--- config.mk ---
export PLATFORM = sky130hd
export DESIGN_NAME = sts_search_ctrl
export DESIGN_NICKNAME = d
export VERILOG_FILES = /design/src/rtl/sorted_table_binary_search_assert.svh /design/src/rtl/sts_pkg.sv /design/src/rtl/sts_search_ctrl.sv
export SDC_FILE = /design/constraint.sdc
export NUM_CORES = 1
export LEC_CHECK = 0
export ABC_CLOCK_PERIOD_IN_PS = 9000
export BUFFER_PORTS_ARGS = -buffer_cell sky130_fd_sc_hd__clkbuf_2
export CAP_MARGIN = 30
export CORE_AREA = 2 2 110 123
export CTS_CLUSTER_DIAMETER = 30
export DETAILED_ROUTE_END_ITERATION = 6
export DIE_AREA = 0 0 112 125
export GPL_TIMING_DRIVEN = 0
export PLACE_DENSITY_LB_ADDON = 0.25
export SLEW_MARGIN = 10
export SYNTH_ARGS = -nofsm -noshare
export SYNTH_HDL_FRONTEND = slang
export SYNTH_SLANG_ARGS = --single-unit
export TNS_END_PERCENT = 20
--- constraint.sdc ---
create_clock -name clock -period 9 [get_ports clock]
set_input_delay 1.35 -clock clock [delete_from_list [all_inputs] [get_ports clock]]
set_output_delay 1.35 -clock clock [all_outputs]
set_load 0.02 [all_outputs]
--- src/rtl/sorted_table_binary_search_assert.svh ---
// assertion macros for the sorted table search block
// depends on nothing; taken in by files that carry concurrent checks
`ifndef SORTED_TABLE_BINARY_SEARCH_ASSERT_SVH
`define SORTED_TABLE_BINARY_SEARCH_ASSERT_SVH

// same-cycle implication, disabled while reset is high
`define STS_ASSERT_NOW(label, clk, rst, ante, cons) \
   label: assert property (@(posedge clk) disable iff (rst) (ante) |-> (cons)) \
      else $error("check failed: same-cycle implication");

// next-cycle implication, disabled while reset is high
`define STS_ASSERT_NEXT(label, clk, rst, ante, cons) \
   label: assert property (@(posedge clk) disable iff (rst) (ante) |=> (cons)) \
      else $error("check failed: next-cycle implication");

`endif

--- src/rtl/sts_pkg.sv ---
// shared types and constants for the sorted table search block
// no dependencies
package sts_pkg;

   localparam int TABLE_DEPTH = 256;
   localparam int IDX_W       = $clog2(TABLE_DEPTH);
   localparam int CNT_W       = $clog2(TABLE_DEPTH + 1);
   localparam int LEN_W       = 9;
   localparam int LIM_W       = (CNT_W > LEN_W) ? CNT_W : LEN_W;
   localparam int DATA_W      = 32;

   localparam logic OP_WRITE  = 1'b0;
   localparam logic OP_SEARCH = 1'b1;

   typedef struct packed {
      logic                     opcode;
      logic [7:0]               entry_index;
      logic signed [DATA_W-1:0] data_value;
   } req_type;

   typedef struct packed {
      logic       found;
      logic [7:0] position;
   } rsp_type;

   typedef struct packed {
      logic              we;
      logic [IDX_W-1:0]  waddr;
      logic [DATA_W-1:0] wdata;
      logic [IDX_W-1:0]  raddr;
   } mem_req_type;

   typedef enum logic {
      ST_IDLE,
      ST_PROBE
   } state_type;

endpackage

--- src/rtl/sts_search_ctrl.sv ---
// sequencer for table writes and binary search probes
// depends on sts_pkg; drives sts_table_ram through a request struct
module sts_search_ctrl (
   input  logic                       clock,
   input  logic                       reset,
   input  logic                       start,
   input  sts_pkg::req_type           req_item,
   input  logic [sts_pkg::LEN_W-1:0]  active_length,
   input  logic [sts_pkg::DATA_W-1:0] rd_data,
   output logic                       busy,
   output sts_pkg::mem_req_type       mem_req,
   output logic                       rsp_strobe,
   output sts_pkg::rsp_type           rsp_item
);

   sts_pkg::state_type state_ff, state_in;
   logic [sts_pkg::CNT_W-1:0]         lo_ff, lo_in;
   logic [sts_pkg::CNT_W-1:0]         hi_ff, hi_in;
   logic [sts_pkg::IDX_W-1:0]         mid_ff, mid_in;
   logic signed [sts_pkg::DATA_W-1:0] key_ff, key_in;
   logic                              rsp_valid_ff, rsp_valid_in;
   sts_pkg::rsp_type                  rsp_ff, rsp_in;

   logic                       accept;
   logic [sts_pkg::LIM_W-1:0]  len_ext;
   logic [sts_pkg::CNT_W-1:0]  hi_start;
   logic [sts_pkg::CNT_W:0]    mid_sum;
   logic signed [sts_pkg::DATA_W-1:0] entry;
   logic                       hit;
   logic                       greater;
   logic [sts_pkg::CNT_W-1:0]  lo_next;
   logic [sts_pkg::CNT_W-1:0]  hi_next;

   assign accept   = start && (state_ff == sts_pkg::ST_IDLE);
   assign len_ext  = sts_pkg::LIM_W'(active_length);
   // saturate the window to the table depth
   assign hi_start = (len_ext > sts_pkg::LIM_W'(sts_pkg::TABLE_DEPTH))
                     ? sts_pkg::CNT_W'(sts_pkg::TABLE_DEPTH)
                     : sts_pkg::CNT_W'(len_ext);
   assign entry    = $signed(rd_data);
   assign hit      = (entry == key_ff);
   assign greater  = (entry > key_ff);
   assign lo_next  = greater ? lo_ff : sts_pkg::CNT_W'(mid_ff) + sts_pkg::CNT_W'(1);
   assign hi_next  = greater ? sts_pkg::CNT_W'(mid_ff) : hi_ff;

   always_ff @(posedge clock) begin
      if (reset) begin
         state_ff     <= sts_pkg::ST_IDLE;
         rsp_valid_ff <= 1'b0;
      end else begin
         state_ff     <= state_in;
         rsp_valid_ff <= rsp_valid_in;
      end
   end

   always_ff @(posedge clock) begin
      lo_ff  <= lo_in;
      hi_ff  <= hi_in;
      mid_ff <= mid_in;
      key_ff <= key_in;
      rsp_ff <= rsp_in;
   end

   always_comb begin
      state_in      = state_ff;
      lo_in         = lo_ff;
      hi_in         = hi_ff;
      mid_in        = mid_ff;
      key_in        = key_ff;
      rsp_valid_in  = 1'b0;
      rsp_in        = '0;
      mid_sum       = '0;
      mem_req.we    = 1'b0;
      mem_req.waddr = sts_pkg::IDX_W'(req_item.entry_index);
      mem_req.wdata = req_item.data_value;
      mem_req.raddr = mid_ff;

      unique case (state_ff)
         sts_pkg::ST_IDLE: begin
            mid_sum = {1'b0, hi_start};
            mid_in  = sts_pkg::IDX_W'(mid_sum >> 1);
            if (accept) begin
               if (req_item.opcode == sts_pkg::OP_WRITE) begin
                  mem_req.we   = (32'(req_item.entry_index) < 32'(sts_pkg::TABLE_DEPTH));
                  rsp_valid_in = 1'b1;
               end else if (hi_start == '0) begin
                  rsp_valid_in = 1'b1;
               end else begin
                  lo_in         = '0;
                  hi_in         = hi_start;
                  key_in        = req_item.data_value;
                  mem_req.raddr = mid_in;
                  state_in      = sts_pkg::ST_PROBE;
               end
            end
         end
         sts_pkg::ST_PROBE: begin
            mid_sum = {1'b0, lo_next} + {1'b0, hi_next};
            if (hit) begin
               rsp_valid_in    = 1'b1;
               rsp_in.found    = 1'b1;
               rsp_in.position = 8'(mid_ff);
               state_in        = sts_pkg::ST_IDLE;
            end else if (lo_next >= hi_next) begin
               rsp_valid_in = 1'b1;
               state_in     = sts_pkg::ST_IDLE;
            end else begin
               lo_in         = lo_next;
               hi_in         = hi_next;
               mid_in        = sts_pkg::IDX_W'(mid_sum >> 1);
               mem_req.raddr = mid_in;
            end
         end
         default: begin
            state_in = sts_pkg::ST_IDLE;
         end
      endcase
   end

   assign busy       = (state_ff != sts_pkg::ST_IDLE);
   assign rsp_strobe = rsp_valid_ff;
   assign rsp_item   = rsp_ff;

endmodule

# Word level (Yosys, flattened, before mapping)
# Cells that the tools add are included.
[totals]
ff_bits = 69
output_inout_bits = 60
[classes]
add_sub_neg = 2
order_cmp = 3
eq_ne = 6
n_mux = 38
bitwise_logic = 2
n_reduce_logical = 5
[op_table]
columns = ["operator", "count"]
rows = [
  ["$mux 9", 14],
  ["$mux 8", 5],
  ["$pmux 9 s2", 2],
  ["$eq 32x32->1", 1],
  ["$gt 32x32->1", 1],
  ["$pmux 8 s2", 2],
  ["$mux 1", 13],
  ["$ne 2x2->1 const B", 5],
  ["$add 8x1->9 const B", 1],
  ["$add 9x9->9", 1],
  ["$ge 9x9->1", 1],
  ["$gt 9x9->1 const B", 1],
  ["$logic_not 9->1", 1],
  ["$reduce_and 5->1", 1],
  ["$pmux 1 s2", 2],
  ["$reduce_and 4->1", 1],
  ["$not 1->1", 2],
  ["$reduce_and 2->1", 1],
  ["$logic_and 1x1->1", 1],
]

# Longest topological paths before layout
# Gate-level depths: netlist of the first run.
[logic_depth]
word_depth = 7
ltp_mapped = 20
mapped_depth_nobuf = 18

# Worst setup path before layout of the first run
# Ideal clock, no wire load.
[synth_timing]
path_type = "in2out"
startpoint = "input port rd_data[31] in the netlist's numbering"
endpoint = "output port mem_req[7] in the netlist's numbering"
arrival_time_ns = 5.313
required_time_ns = 7.650
setup_slack_ns = 2.337
cell_stages = 18
path_buffers = 1
cell_sequence = "ha_1 buf_4 nand4_1 or4_4 nor2b_1 a31oi_4 nor3_2 nor3_2 a21oi_1 ha_1 fa_1 nor2b_1 o21ai_0 a21boi_0 o311a_1 o31ai_1 xnor2_1 a21oi_1"
[synth_rtl]
columns = ["item", "line", "source"]
rows = [
  ["start, declared", "sts_search_ctrl.sv:9", "input logic [sts_pkg::DATA_W-1:0] rd_data,"],
  ["end, declared", "sts_search_ctrl.sv:11", "output sts_pkg::mem_req_type mem_req,"],
]

==> flow_summary_export.csv, run 1 <==
group,metric,value,unit
sta,tightest_slew,0.883,ns
sta,min_period_over_period,84.2,%
pwr,ir_drop,0.100,mV
pwr,sequentialPowerShare,33.0,%
worst_setup_path,critPathMaxFanout,10,
worst_setup_path,reg2reg_from,"key_ff[31]",
synthesis,synth_warnings,0,
worst_setup_path,worstPathArrival,6.23,ns
synthesis,synth_ff_type,"edfxtp_1",
pwr,p_per_area,189,nW/um^2
clocking,clk_pin_slew,0.05,ns
placement,place_congestion,0.943,
pwr,p_sw,422,uW
floorplan,core-area,12900,sq um
worst_setup_path,worstSetupStartpointType,"input port",
sta,finalMaxSlewViolations,0,
grt,grt_pass1_vias,4451,
worst_setup_path,r2r_slack,3.76,ns
hold_path,hp-class,"reg2reg",
clocking,numCtsBuffers,9,
clocking,cts_resized,0,
sta,hold_violations,0,
drt,drt_first_iter_violations,284,
grt,grt_antenna_before_repair,0,
sta,fin_setup_tns,0,ns
run,cap_violations,0,
floorplan,fp-row-count,44,
worst_setup_path,crit_slowest_cell,"or4_4",
layout,antenna_cells,0,
drt,wl_per_cell,15.8,um
placement,dpl_cell_area,5930,sq um
clocking,clk_latency,0.34,ns
sta,grt_setup_unrepaired,"false",
worst_setup_path,cp-end-kind,"output port",
sta,finalSetupViolCount,0,
pwr,power_frac_clock,27.6,%
worst_setup_path,r2r_cells,17,
floorplan,die_area,14000,sq um
drt,firstDrtPassIters,6,
synthesis,synth_cell_types,65,
clocking,clockBufferDepth,2,
floorplan,start_util,38.9,%
sta,finClkSkew,0.00868,ns
hold_path,min_to,"rsp_item[7]",
worst_setup_path,crit_path_max_incr_delay,0.54,ns
run_status,status,"finished clean",
synthesis,synth_fp_nets,670,
pwr,p_leak,0.00296,uW
layout,final_cell_mix,"136 x clkbuf_2, 56 x a21oi_1, 50 x nand2_1, 50 x ha_1, 50 x edfxtp_1",
drt,drt_wl_total,13500,um
pwr,p_total,1170,uW
sta,relSlewSlack,40.3,%
synthesis,ys_seq_elements,69,
synthesis,yosysSeqAreaShare,37.6,%
synthesis,syn_area,5000,sq um
pwr,intPower,750,uW
sta,worst_slack,1.42,ns
clocking,htreeDepth,3,
grt,grt_pass1_wl,21400,um
sta,finalCriticalPeriod,7.58,ns
pwr,combPwrFrac,39.4,%
floorplan,ioPinCount,145,
synthesis,synth-async-reset-ratio,0,%
layout,final_area,6190,sq um
grt,grt.total_usage,19.4,%
worst_setup_path,critPathKind,"in2out",
worst_setup_path,r2r-end,"lo_ff[8]",
worst_setup_path,critPathTopFamily,"simple AND/OR/NAND/NOR gates",
synthesis,synth-edff-count,50,
placement,preCtsSetupSlack,1.50,ns
grt,grt.overflow.total,0,
clocking,cts_setup_buffers,0,
grt,grt_max_degree,28,
clocking,cts_tree,"built",
layout,final_nets,819,
placement,io_buffers,136,
clocking,root_buffer,"clkbuf_16",
layout,area_growth,23.7,%
layout,drive_above_1_share,32.0,%
worst_setup_path,cp.required,7.65,ns
floorplan,die_w,112,um
synthesis,synthCells,534,
sta,max_freq,132,MHz
clocking,cts_sinks,69,
layout,final_common_cell,"clkbuf_2",
clocking,postCtsHoldBufs,0,
drt,drc,0,
drt,viasPerCell,5.22,
synthesis,synth.avg_cell_area,9.37,sq um
worst_setup_path,worstPathCellList,"clkbuf_2 -> ha_1 -> buf_4 -> nand4_1 -> or4_4 -> nor3_4 -> buf_2 -> nor2_1 -> mux2i_1 -> nand3_1 -> ha_1 -> fa_1 -> nor2b_1 -> o21ai_0 -> a21boi_0 -> o311a_1 -> o31ai_1 -> xnor2_1 -> a21oi_1 -> clkbuf_2",
worst_setup_path,worstPathBufferInverterCount,4,
pwr,power.share.switching,36.0,%
drt,via_count,4435,
hold_path,hp-start,"mid_ff[7]",
hold_path,min_path_cells,1,
floorplan,die_y,125,um
drt,ant_nets,0,
placement,place_hpwl,10600,um
-- layout make-up --
cell class / instances / area [sq um]
inverters: 42 / 158
repair buffers: 138 / 712
plain buffers: 60 / 398
well taps: 161 / 201
multi-input cells: 363 / 2570
flip-flops and latches: 69 / 1880
clock buffers: 14 / 254
clock inverters: 2 / 10.0
fillers: 1245 / 6690
-- logic make-up after synthesis --
| group | after synthesis | synth area share [%] |
|---|---|---|
| buf+inv | 102 | 11.1 |
| compound gates | 124 | 16.2 |
| flops | 69 | 37.6 |
| simple gates | 159 | 16.4 |
| xor+xnor | 9 | 1.57 |
| mux | 20 | 4.22 |
| fa+ha+maj | 51 | 12.9 |
-- power by group through the flow --
stage / sequential, uW / combinational (uW) / clock (uW)
final: 387 / 461 / 323
after detailed placement: 393 / 454 / 0
after global routing: 390 / 504 / 346
after CTS: 387 / 456 / 330
after floorplan: 390 / 325 / 0
after global placement: 393 / 443 / 0
-- worst max-delay path by stage --
| stage | cells past startpoint | from | to |
|---|---|---|---|
| finish | 20 | rd_data[31] | mem_req[7] |
| global route | 20 | rd_data[31] | mem_req[7] |
| CTS | 20 | rd_data[31] | mem_req[7] |
| detailed placement | 20 | rd_data[31] | mem_req[7] |
| global placement | 20 | rd_data[31] | mem_req[7] |
| floorplan | 18 | rd_data[31] | mem_req[7] |
-- through the flow --
step	hold WS [ns]	instances	utilization (%)
detailed placement	0.548	833	46.0
floorplan	0.494	534	-
finish	0.556	849	48.0
CTS	0.556	849	48.0
global placement	0.536	831	45.7
global route	0.583	849	48.0
-- Yosys cell counts (all sizes together), types with 5 or more instances --
| library cell | count | share of area (%) |
|---|---|---|
| nor3 | 11 | 1.5 |
| nand2b | 6 | 0.75 |
| clkbuf | 14 | 1.0 |
| nor2b | 7 | 0.87 |
| buf | 46 | 6.9 |
| o21ai | 19 | 1.9 |
| nand2 | 52 | 4.1 |
| nand3 | 13 | 1.3 |
| edfxtp | 50 | 30 |
| nor2 | 29 | 2.4 |
| dfxtp | 19 | 7.6 |
| ha | 50 | 13 |
| a21oi | 59 | 6.1 |
| mux2i | 17 | 3.4 |
| xnor2 | 5 | 0.87 |
| and2 | 22 | 2.7 |
| nand4 | 7 | 0.87 |
| inv | 42 | 3.1 |
| a211oi | 9 | 1.5 |
-- worst reg2reg max path: stages, from the launching register on --
cell	delay (ns)
edfxtp_1	0.31
inv_1	0.04
ha_1	0.26
buf_4	0.16
nand4_1	0.14
or4_4	0.54
nor3_4	0.49
buf_2	0.35
nor2_1	0.08
mux2i_1	0.18
nand3_1	0.15
ha_1	0.30
a21boi_0	0.19
o21bai_1	0.10
a211oi_1	0.28
o221ai_1	0.25
a31oi_2	0.49
inv_1	0.53
-- flip-flops by register name (all words and copies together) (netlist names) --
name,flops
busy,1
hi_ff,9
key_ff,32
lo_ff,9
mid_ff,8
rsp_item,9
rsp_strobe,1
-- per-layer routing --
metal	vias up	GRT usage [%]	part of all wire (%)
met2	198	33.3	49
met1	2038	23.1	40
met4	0	8.97	2.9
met3	33	4.41	7.4
met5	-	0	0
li1	2166	-	-
Note: power is estimated with default switching activity, not from simulation.
==> run 2, diff against run 1 <==
--- a/config.mk
+++ b/config.mk
@@ -5,7 +5,7 @@
 export SDC_FILE = /design/constraint.sdc
 export NUM_CORES = 1
 export LEC_CHECK = 0
-export ABC_CLOCK_PERIOD_IN_PS = 9000
+export ABC_CLOCK_PERIOD_IN_PS = 6400
 export BUFFER_PORTS_ARGS = -buffer_cell sky130_fd_sc_hd__clkbuf_2
 export CAP_MARGIN = 30
 export CORE_AREA = 2 2 110 123
==> constraint.sdc (replaced) <==
create_clock -name clock -period 6.4 [get_ports clock]
set_input_delay 0.96 -clock clock [delete_from_list [all_inputs] [get_ports clock]]
set_output_delay 0.96 -clock clock [all_outputs]
set_load 0.02 [all_outputs]
==> flow_summary_export.csv, run 2 (same netlist as run 1, synthesis figures left out) <==
group,metric,value,unit
worst_setup_path,critPathTopFamily,"simple AND/OR/NAND/NOR gates",
sta,finalSetupViolCount,0,
layout,area_growth,27.9,%
worst_setup_path,crit_path_end,"mem_req[7]",
pwr,p_per_area,266,nW/um^2
grt,grt_max_degree,28,
pwr,combPwrFrac,41.3,%
pwr,sequentialPowerShare,31.9,%
worst_setup_path,worstSetupStartpointType,"input port",
drt,firstDrtPassIters,7,
worst_setup_path,crit_start,"rd_data[26]",
run_status,status,"finished with violations",
worst_setup_path,crit_path_max_incr_delay,0.61,ns
pwr,p_sw,617,uW
clocking,numCtsBuffers,9,
layout,antenna_cells,0,
pwr,p_leak,0.00303,uW
clocking,postCtsHoldBufs,0,
floorplan,ioPinCount,145,
floorplan,die_w,112,um
clocking,root_buffer,"clkbuf_16",
worst_setup_path,cp-end-kind,"output port",
sta,max_freq,160,MHz
grt,grt.overflow.total,0,
pwr,ir_drop,0.143,mV
floorplan,start_util,38.9,%
worst_setup_path,crit_slowest_cell,"or4_4",
grt,grt_pass1_wl,21400,um
hold_path,hp-class,"reg2reg",
sta,finClkSkew,0.00789,ns
grt,grt_pass1_vias,4473,
clocking,clockBufferDepth,2,
clocking,htreeDepth,3,
placement,io_buffers,136,
sta,relSlewSlack,42.5,%
worst_setup_path,r2r_cells,21,
floorplan,fp-row-count,44,
sta,fin_setup_tns,0,ns
grt,grt.total_usage,19.4,%
clocking,cts_tree,"built",
layout,final_cell_mix,"136 x clkbuf_2, 54 x a21oi_1, 50 x nand2_1, 50 x buf_4, 50 x edfxtp_1",
drt,drc,10,
floorplan,die_area,14000,sq um
grt,grt_antenna_before_repair,0,
run,cap_violations,0,
layout,final_nets,829,
worst_setup_path,worstPathCellList,"clkbuf_2 -> ha_1 -> nand4_1 -> or4_4 -> nor2b_2 -> a31oi_4 -> buf_12 -> nor2_4 -> mux2i_2 -> nand3_2 -> ha_2 -> fa_2 -> nor2b_1 -> o21ai_2 -> a21boi_2 -> o311a_1 -> o31ai_2 -> xnor2_1 -> a21oi_1 -> buf_4",
worst_setup_path,path_depth,20,
layout,final_common_cell,"clkbuf_2",
placement,preCtsSetupSlack,-0.317,ns
layout,largest_register_ffs,32,
run_status,failed_checks,"DRC",
pwr,power_frac_clock,26.7,%
pwr,p_total,1710,uW
worst_setup_path,r2r_slack,1.43,ns
worst_setup_path,critPathMaxFanout,8,
worst_setup_path,critPathKind,"in2out",
sta,hold_violations,0,
drt,drt_wl_total,13900,um
layout,top_register,"key_ff",
drt,viasPerCell,5.26,
worst_setup_path,cp.required,5.44,ns
sta,worst_slack,0.163,ns
sta,finalMaxSlewViolations,0,
clocking,clk_pin_slew,0.06,ns
floorplan,core-area,12900,sq um
drt,wl_per_cell,16.1,um
layout,drive_above_1_share,35.5,%
hold_path,min_path_cells,1,
worst_setup_path,r2r-end,"lo_ff[5]",
clocking,cts_sinks,69,
worst_setup_path,worstPathBufferInverterCount,3,
worst_setup_path,worstPathArrival,5.28,ns
pwr,intPower,1090,uW
drt,via_count,4518,
drt,drt_first_iter_violations,288,
placement,place_congestion,0.943,
sta,min_period_over_period,97.4,%
worst_setup_path,reg2reg_from,"key_ff[31]",
sta,finalCriticalPeriod,6.24,ns
placement,place_hpwl,10600,um
sta,tightest_slew,0.852,ns
placement,dpl_cell_area,5930,sq um
pwr,power.share.switching,36.2,%
clocking,clk_latency,0.34,ns
drt,ant_nets,0,
layout,final_area,6400,sq um
floorplan,die_y,125,um
[run 2: cell types whose count changed in the layout (fill, tap and decap cells not counted), sizes merged]
| cell | before | now |
|---|---|---|
| buf | 47 | 58 |
| clkbuf | 164 | 163 |
[run 2: power groups by stage]
stage | registers (uW) | clock network [uW] | logic, uW
final | 544 | 456 | 705
after global routing | 548 | 486 | 766
after CTS | 544 | 464 | 647
after detailed placement | 553 | 0 | 638
after global placement | 552 | 0 | 623
after floorplan | 549 | 0 | 458
[run 2: worst register-to-register path, delay by kind of cell, from the launching register on]
kind | cells | cell delay (ns)
AO/OA/AOI/OAI | 8 | 1.45
flip-flops | 1 | 0.35
AND/OR/NAND/NOR | 4 | 0.69
adder cells (fa/ha/maj) | 2 | 0.59
buffers and inverters | 7 | 1.49
[run 2: stage by stage]
stage	std cells	hold slack [ns]	utilization (%)
after floorplan	534	0.494	-
after global placement	831	0.536	45.7
after detailed placement	833	0.548	46.0
after CTS	852	0.556	48.3
after global routing	859	0.583	49.7
final	859	0.570	49.7
[run 2: layout make-up]
class                      instances  area, sq um
clock buffer                      14          254
multi-input combinational        363         2690
tap                              161          201
buffer                            60          405
inverter                          42          158
fill                            1230         6480
sequential                        69         1880
timing repair buffer             148          800
clock inverter                     2         10.0
[run 2: timing repair]
action                                  in CTS  in global routing
endpoints found under the setup margin       4                  8
pin swaps                                    2                 17
gates resized for setup                      3                 28
gates cloned                                 0                  1
setup buffers                                3                  6
[run 2: routing by layer]
layer | wire length (um) | vias up | GRT usage, %
met5 | 0 | - | 0
met4 | 383 | 0 | 9.76
met3 | 1100 | 31 | 4.65
met2 | 6880 | 207 | 33.0
met1 | 5490 | 2091 | 22.9
li1 | - | 2189 | -
[run 2: worst min path at each step]
stage	start	to	slack, ns
after CTS	mid_ff[7]	rsp_item[7]	0.56
after global routing	mid_ff[7]	rsp_item[7]	0.58
after floorplan	mid_ff[7]	rsp_item[7]	0.49
after detailed placement	mid_ff[7]	rsp_item[7]	0.55
after global placement	mid_ff[7]	rsp_item[7]	0.54
final	mid_ff[7]	rsp_item[7]	0.57
